==> src/design/l4snat_pkg.sv <==
`timescale 1ns / 1ps
package l4snat_pkg;

  localparam logic [15:0] ETHERTYPE_IPV4 = 16'h0800;
  localparam int unsigned ETH_LEN        = 14;
  localparam int unsigned IPV4_MIN_LEN   = 20;
  localparam int unsigned TCP_HDR_LEN    = 20;
  localparam int unsigned UDP_HDR_LEN    = 8;
  localparam logic [15:0] L4_OFFSET      = 16'(ETH_LEN + IPV4_MIN_LEN);
  localparam logic [15:0] TCP_MIN_LEN    = 16'(ETH_LEN + IPV4_MIN_LEN + TCP_HDR_LEN);
  localparam logic [15:0] UDP_MIN_LEN    = 16'(ETH_LEN + IPV4_MIN_LEN + UDP_HDR_LEN);
  localparam logic [3:0]  IPV4_MIN_WORDS = 4'd5;
  localparam logic [7:0]  PROTO_TCP      = 8'd6;
  localparam logic [7:0]  PROTO_UDP      = 8'd17;

  typedef struct packed {
    logic [15:0] pkt_len;
    logic [15:0] ether_type;
    logic [3:0]  ip_hdr_words;
    logic [7:0]  ip_protocol;
    logic [31:0] src_addr;
    logic [15:0] ip_checksum;
    logic [15:0] src_port_in;
    logic [15:0] l4_checksum;
    logic        table_hit;
    logic [31:0] orig_addr;
    logic [15:0] orig_port;
  } in_item_t;

  typedef struct packed {
    logic        rewritten;
    logic [31:0] out_src_addr;
    logic [15:0] out_src_port;
    logic [15:0] out_ip_checksum;
    logic [15:0] out_l4_checksum;
    logic [63:0] packets_done;
    logic [63:0] bytes_done;
  } out_item_t;

  // header rewrite result, without the running counters
  typedef struct packed {
    logic        rewritten;
    logic [31:0] src_addr;
    logic [15:0] sport;
    logic [15:0] ip_checksum;
    logic [15:0] l4_checksum;
  } rw_res_t;

  // counter update request
  typedef struct packed {
    logic        inc;
    logic [15:0] len;
  } cnt_upd_t;

  // end-around carry fold of a sum of up to five 16-bit words
  function automatic logic [15:0] oc_fold(input logic [18:0] s);
    logic [16:0] t;
    logic [15:0] u;
    t = {1'b0, s[15:0]} + {14'd0, s[18:16]};
    u = t[15:0] + {15'd0, t[16]};
    return u;
  endfunction

  // one 16-bit word changes: HC' = ~(~HC + ~m + m')
  function automatic logic [15:0] csum_upd16(input logic [15:0] hc,
                                             input logic [15:0] oldw,
                                             input logic [15:0] neww);
    logic [18:0] s;
    s = {3'd0, ~hc} + {3'd0, ~oldw} + {3'd0, neww};
    return ~oc_fold(s);
  endfunction

  // one 32-bit value changes, taken as two words
  function automatic logic [15:0] csum_upd32(input logic [15:0] hc,
                                             input logic [31:0] oldv,
                                             input logic [31:0] newv);
    logic [18:0] s;
    s = {3'd0, ~hc} + {3'd0, ~oldv[31:16]} + {3'd0, ~oldv[15:0]}
      + {3'd0, newv[31:16]} + {3'd0, newv[15:0]};
    return ~oc_fold(s);
  endfunction

endpackage

==> src/design/l4snat_rewrite.sv <==
`timescale 1ns / 1ps
module l4snat_rewrite import l4snat_pkg::*; (
  input  in_item_t item,
  output rw_res_t  res
);

  logic        is_tcp;
  logic        is_udp;
  logic        qualify;
  logic        l4_present;
  logic [15:0] l4_step1;
  logic [15:0] l4_step2;

  assign is_tcp = (item.ip_protocol == PROTO_TCP);
  assign is_udp = (item.ip_protocol == PROTO_UDP);

  assign qualify = (item.ether_type == ETHERTYPE_IPV4)
                && (item.pkt_len >= L4_OFFSET)
                && (item.ip_hdr_words >= IPV4_MIN_WORDS)
                && ((is_tcp && (item.pkt_len >= TCP_MIN_LEN))
                 || (is_udp && (item.pkt_len >= UDP_MIN_LEN)))
                && item.table_hit;

  // zero UDP checksum means no checksum; leave it alone
  assign l4_present = is_tcp || (item.l4_checksum != 16'd0);

  // port first, then the pseudo-header source address
  assign l4_step1 = csum_upd16(item.l4_checksum, item.src_port_in, item.orig_port);
  assign l4_step2 = csum_upd32(l4_step1, item.src_addr, item.orig_addr);

  always_comb begin
    res.rewritten   = 1'b0;
    res.src_addr    = item.src_addr;
    res.sport       = item.src_port_in;
    res.ip_checksum = item.ip_checksum;
    res.l4_checksum = item.l4_checksum;
    if (qualify) begin
      res.rewritten   = 1'b1;
      res.src_addr    = item.orig_addr;
      res.sport       = item.orig_port;
      res.ip_checksum = csum_upd32(item.ip_checksum, item.src_addr, item.orig_addr);
      if (l4_present) begin
        // UDP sends all ones in place of a computed zero
        if (is_udp && (l4_step2 == 16'd0)) begin
          res.l4_checksum = 16'hFFFF;
        end else begin
          res.l4_checksum = l4_step2;
        end
      end
    end
  end

endmodule

==> src/design/l4snat_counters.sv <==
`timescale 1ns / 1ps
module l4snat_counters import l4snat_pkg::*; (
  input  logic        clk,
  input  logic        rst_n,
  input  cnt_upd_t    upd,
  output logic [63:0] packets_nxt,
  output logic [63:0] bytes_nxt
);

  logic [63:0] pkt_cnt_r;
  logic [63:0] byte_cnt_r;

  // values after the current transaction; wrap naturally
  assign packets_nxt = upd.inc ? pkt_cnt_r + 64'd1 : pkt_cnt_r;
  assign bytes_nxt   = upd.inc ? byte_cnt_r + {48'd0, upd.len} : byte_cnt_r;

  always_ff @(posedge clk) begin
    if (!rst_n) begin
      pkt_cnt_r  <= 64'd0;
      byte_cnt_r <= 64'd0;
    end else begin
      pkt_cnt_r  <= packets_nxt;
      byte_cnt_r <= bytes_nxt;
    end
  end

endmodule

==> src/design/l4snat_top_dummy_guard.sv <==
`timescale 1ns / 1ps
// Holding stage for one header transaction: captures on accept and keeps
// the header until the result stage takes it.
module l4snat_top_dummy_guard import l4snat_pkg::*; (
  input  logic     clk,
  input  logic     rst_n,
  input  logic     load,
  input  logic     drain,
  input  in_item_t din,
  output logic     valid,
  output in_item_t dout
);

  logic     valid_r;
  logic     valid_nxt;
  in_item_t data_r;

  assign valid_nxt = load ? 1'b1 : (drain ? 1'b0 : valid_r);
  assign valid     = valid_r;
  assign dout      = data_r;

  always_ff @(posedge clk) begin
    if (!rst_n) begin
      valid_r <= 1'b0;
    end else begin
      valid_r <= valid_nxt;
    end
  end

  always_ff @(posedge clk) begin
    if (load) begin
      data_r <= din;
    end
  end

endmodule

==> src/design/l4_reverse_snat_rewrite_top.sv <==
`timescale 1ns / 1ps
// Reverse source NAT rewrite for IPv4 TCP/UDP return traffic. Each input
// transaction carries one packet's header fields plus the connection table
// lookup result; each yields exactly one result transaction. A qualifying
// packet (IPv4, header length of at least 5 words, TCP with at least 54
// bytes or UDP with at least 42 bytes, table hit) gets its source address
// and port replaced, and the IP and L4 checksums patched incrementally
// (ones-complement, L4 includes the pseudo-header address; an absent UDP
// checksum stays zero, a computed zero UDP checksum goes out as 0xFFFF).
// Anything else passes through unchanged with rewritten low. The 64-bit
// packet and byte counters wrap and are reported after each transaction.
// Throughput is one transaction per clock while out_stall is low. An
// accepted transaction is held in the input register, then the checksum
// adders and counter increment feed the result register, which drives
// out_valid. The result register backs up on out_stall, and in_stall
// rises only when both the input register and the result register are full
// and out_stall is high.
module l4_reverse_snat_rewrite_top import l4snat_pkg::*; (
  input  logic      clk,
  input  logic      rst_n,
  input  logic      in_valid,
  output logic      in_stall,
  input  in_item_t  in_data,
  output logic      out_valid,
  input  logic      out_stall,
  output out_item_t out_data
);

  logic      s1_valid;
  in_item_t  s1_data;
  logic      s1_adv;
  logic      in_accept;
  logic      out_accept;
  rw_res_t   res;
  cnt_upd_t  cnt_upd;
  logic [63:0] packets_nxt;
  logic [63:0] bytes_nxt;

  logic      out_valid_r;
  logic      out_valid_nxt;
  out_item_t out_data_r;

  // stage 1 moves forward when the result register is empty or draining
  assign s1_adv     = s1_valid && (!out_valid_r || !out_stall);
  assign in_stall   = s1_valid && out_valid_r && out_stall;
  assign in_accept  = in_valid && !in_stall;
  assign out_accept = out_valid_r && !out_stall;

  l4snat_top_dummy_guard u_in_stage (
    .clk   (clk),
    .rst_n (rst_n),
    .load  (in_accept),
    .drain (s1_adv),
    .din   (in_data),
    .valid (s1_valid),
    .dout  (s1_data)
  );

  l4snat_rewrite u_rewrite (
    .item (s1_data),
    .res  (res)
  );

  // counters only move when the transaction lands in the result register
  assign cnt_upd.inc = s1_adv && res.rewritten;
  assign cnt_upd.len = s1_data.pkt_len;

  l4snat_counters u_counters (
    .clk         (clk),
    .rst_n       (rst_n),
    .upd         (cnt_upd),
    .packets_nxt (packets_nxt),
    .bytes_nxt   (bytes_nxt)
  );

  assign out_valid_nxt = s1_adv ? 1'b1 : (out_accept ? 1'b0 : out_valid_r);

  always_ff @(posedge clk) begin
    if (!rst_n) begin
      out_valid_r <= 1'b0;
    end else begin
      out_valid_r <= out_valid_nxt;
    end
  end

  always_ff @(posedge clk) begin
    if (s1_adv) begin
      out_data_r.rewritten       <= res.rewritten;
      out_data_r.out_src_addr    <= res.src_addr;
      out_data_r.out_src_port    <= res.sport;
      out_data_r.out_ip_checksum <= res.ip_checksum;
      out_data_r.out_l4_checksum <= res.l4_checksum;
      out_data_r.packets_done    <= packets_nxt;
      out_data_r.bytes_done      <= bytes_nxt;
    end
  end

  assign out_valid = out_valid_r;
  assign out_data  = out_data_r;

  // back-pressure reaches the input only with both stages full
  a_stall_full: assert property (@(posedge clk) disable iff (!rst_n)
    in_stall |-> (s1_valid && out_valid_r && out_stall))
    else $error("in_stall raised with a free stage");

  // a held header must not be lost while the result stage is blocked
  a_s1_hold: assert property (@(posedge clk) disable iff (!rst_n)
    (s1_valid && !s1_adv) |=> (s1_valid && $stable(s1_data)))
    else $error("stage 1 transaction dropped or changed while blocked");

  // a new result only comes from a full stage 1
  a_out_source: assert property (@(posedge clk) disable iff (!rst_n)
    (out_valid_r && !$past(out_valid_r)) |-> $past(s1_valid))
    else $error("result appeared without a source transaction");

  // a result loaded with no rewrite must keep the counters where they were
  a_cnt_hold: assert property (@(posedge clk) disable iff (!rst_n)
    (s1_adv && !res.rewritten) |-> (cnt_upd.inc == 1'b0))
    else $error("counter increment on a pass-through transaction");

endmodule
==> config.mk <==
export PLATFORM = sky130hd
export DESIGN_NAME = l4_reverse_snat_rewrite_top
export DESIGN_NICKNAME = d
export VERILOG_FILES = /design/src/design/l4snat_pkg.sv /design/src/design/l4snat_rewrite.sv /design/src/design/l4snat_counters.sv /design/src/design/l4snat_top_dummy_guard.sv /design/src/design/l4_reverse_snat_rewrite_top.sv
export SDC_FILE = /design/constraint.sdc
export NUM_CORES = 1
export LEC_CHECK = 0
export BUFFER_PORTS_ARGS = -buffer_cell sky130_fd_sc_hd__buf_2
export CAP_MARGIN = 20
export CORE_ASPECT_RATIO = 0.9
export CORE_MARGIN = 5
export CORE_UTILIZATION = 48
export DETAILED_ROUTE_END_ITERATION = 10
export GPL_ROUTABILITY_DRIVEN = 0
export PLACE_DENSITY = 0.69
export SETUP_SLACK_MARGIN = 0.05
export SLEW_MARGIN = 20
export SYNTH_ARGS = -nofsm -noshare
export SYNTH_HDL_FRONTEND = slang
export SYNTH_SLANG_ARGS = --single-unit
==> constraint.sdc <==
create_clock -name clk -period 41.6 [get_ports clk]
set_input_delay 2.08 -clock clk [delete_from_list [all_inputs] [get_ports clk]]
set_output_delay 2.08 -clock clk [all_outputs]
set_load 0.005 [all_outputs]
==> summary.txt <==
Run status
  – Outcome: finished, final reports clean

CTS
  – Clk pin slew, worst setup/hold paths: 0.06 ns
  – Post-CTS Setup Bufs: 0
  – H-tree levels: 2
  – CTS tree: yes
  – Num CTS Buffers: 52
  – Skew-Pair Late Insertion Delay: about 0.6 ns
  – CTS Sinks: 512
  – Post-CTS Hold Buffers: 0
  – CTS resizes: 0
  – Root Buffer: clkbuf_16
  – Longest Clk Path Bufs: 3

Timing
  – RSZ-0062 raised after global routing: no
  – Fin crit period: 17.45 ns
  – WHS: around 0.52 ns
  – Worst-margin pin slew: 1.06 ns
  – Fin Setup TNS: 0 ns
  – Final Hold Viols: 0
  – Slew headroom: between 20% and 30%
  – Final setup viols: 0
  – Fin crit share: 41.9%
  – Final Max Slew Viols: 0
  – Final worst clock skew: 0.0185 ns
  – Fmax achieved: 57.3 MHz

Finish
  – Fin util: a little under three fifths
  – Area growth, synth to finish: 17.2%
  – Post-route cell area: 0.0319 mm2
  – Share of cells above drive strength 1: 19.0%
  – Reg area: 0.0141 mm2
  – Fillers: 4682
  – Final Net Count: between 3000 and 4000
  – Multi-input logic area: 0.0120 mm2

Detailed routing
  – Routed Antenna Nets: 0
  – Vias per cell: 5.36
  – Number of remaining DRC errors: 0
  – WL final: 68.7 mm
  – DR iter-0 viols: 1602
  – DR WL/cell: about 19 um
  – Vias: around 19000
  – Router iterations before antenna repair: 7

Worst hold path
  – Worst Hold Class: reg -> reg

Synth
  – Synthesized flop and latch total: 512
  – Mapped Cells: 2422
  – Most frequent cells after synthesis: 382 x edfxtp_1, 258 x inv_1, 183 x nand2_1
  – Seq/Total Area, Yosys: between 50 and 60%
  – Mean Syn Cell Area: between 10 and 15 um2
  – Yosys warns: 0
  – Post-synth top flop: edfxtp_1
  – Syn Nets: 2802
  – Ys async rst share: 0%
  – Mapped Area: 0.0272 mm2
  – Count leader, synth: edfxtp_1
  – Netlist cell types: 90
  – Top-area cell type share of the netlist area: 42.1%
  – Largest area contributor in the netlist: edfxtp_1
  – Post-synth EDFFs: 382
  – Top post-synthesis cells by area: edfxtp_1 42%, dfxtp_1 9.6%, ha_1 6.0%

Setup path
  – Crit end category: flop
  – Critical Path Fanout Max: 15
  – Req. time, crit path: 42.02 ns
  – Cell family with most CP delay: simple AND/OR/NAND/NOR gates
  – Most frequent CP cell: ha_1
  – Setup CP Type: reg -> reg
  – CP arrival: 17.87 ns
  – Crit path largest cell delay: 0.70 ns
  – Slowest CP cell: o311ai_0
  – WP buf/inv: 6
  – Crit path launch type: flop

Floorplan
  – Die X: 261 um
  – Die Area: approximately 0.062 mm2
  – Std cell rows: 82
  – Starting density of the core: 48.7%
  – Chip height: 236 um
  – Core area: 0.0559 mm2
  – I/O pin count: around 390

Pwr
  – Combinational power share: 60.4%
  – Internal power: 1.49 mW
  – PwrDens: 85.3 mW/mm2
  – Total power: 2.72 mW
  – Sequential share of power: 21.4%
  – Leakage power: 13.2 nW
  – Largest vdd supply drop: 0.116 mV
  – Psw: 1.23 mW
  – Switch share: 45.2%
  – Clock power frac: 18.2%

GRT
  – Grt total ovfl: 0
  – Vias in the first global route: 19400
  – First-pass GRT wire length: 107 mm
  – GRT Util Overall: 21.8%
  – Largest net degree at the start of global routing: around 170
  – Initial antenna violation count: 10

Place
  – DP HPWL: 52.5 mm
  – Area after DPL: 0.0300 mm2
  – Port Buf Inserts: roughly 390

Run
  – Max-Cap Viols: 0
-- flip-flops by register name, indices dropped and copies added (netlist names) --
name                   count
u_in_stage.dout          173
out_data                 209
out_valid                  1
u_counters.byte_cnt_r     64
u_counters.pkt_cnt_r      64
u_in_stage.valid           1
-- placed cells by master (no fill, tap or decap), types with 10 or more instances in the layout --
master       n
nor4_1      28
fa_1        72
nor3b_1     10
nand4_1     37
nor3_1      48
o21a_1      17
nor2_1     105
clkbuf_16   54
a211oi_1    16
or2_2       15
a31oi_1     12
dfxtp_1    130
nor2b_1     19
nand2_1    183
and4_1      14
o21bai_1    14
nand2b_1    14
nand3_1     69
a21o_1      28
o211ai_1    23
ha_1       131
buf_2      387
and3_1      36
xnor2_1    145
a21oi_1     92
inv_1      257
o21ai_0     99
and2_1     132
xor2_1      96
edfxtp_1   382
-- worst paths after layout --
path,from,slack (ns),to,cells after the start
worst max-delay path,u_in_stage.dout[50],24.15,out_data[134],70
worst min-delay path,u_counters.byte_cnt_r[15],0.52,u_counters.byte_cnt_r[15],2
worst max register to register,u_in_stage.dout[50],24.15,out_data[134],70
worst min register to register,u_counters.byte_cnt_r[15],0.52,u_counters.byte_cnt_r[15],2
-- worst reg2reg max path: cells and delay by family, from the launching register on --
kind	cells	cell delay (ns)
AND/OR/NAND/NOR	24	5.70
flip-flops	1	0.46
AO/OA/AOI/OAI	22	5.48
XOR/XNOR	5	0.88
buffers and inverters	6	0.46
adder cells (fa/ha/maj)	13	4.29
-- cell type report --
type                       instances  area share [%]
timing repair buffer             398            6.38
inverter                         258            3.06
sequential                       512            44.1
antenna                            6          0.0471
clock buffer                      67            4.61
multi-input combinational       1600            37.6
tap                              756            2.97
clock inverter                    31            1.20
-- per-stage QoR --
step                std cells  setup slack (ns)
global placement         3524             25.00
floorplan                2422             26.62
detailed placement       3524             24.35
CTS                      3622             24.31
global route             3627             22.45
finish                   3628             24.15
-- routing by layer --
metal,share of wire (%),vias to the layer above,GRT usage (%),routed length (um)
li1,-,9357,-,-
met1,44,9367,30.6,30500
met2,46,638,34.7,31800
met3,7.3,83,4.67,5010
met4,2.0,0,5.62,1350
met5,0,-,0,0
-- cell families (layout without fill, tap and decap cells) --
logic type | count (synthesis) | after routing | share of synthesized area [%]
other cells | 0 | 6 | 0
compound gates | 392 | 392 | 9.70
xor+xnor | 244 | 244 | 7.98
simple gates | 751 | 751 | 14.6
flops | 512 | 512 | 51.7
buf+inv | 310 | 754 | 4.32
fa+ha+maj | 205 | 205 | 11.4
mux | 8 | 8 | 0.317
-- power by group through the flow --
stage          Clock (mW)  Combinational, mW  Sequential, mW
6_report            0.495               1.64           0.581
5_1_grt             0.530               1.83           0.583
4_1_cts             0.508               1.62           0.581
3_5_place_dp            0               1.61           0.592
3_3_place_gp            0               1.57           0.592
2_1_floorplan           0               1.24           0.592
No activity file was read; power rests on OpenSTA's default activity.
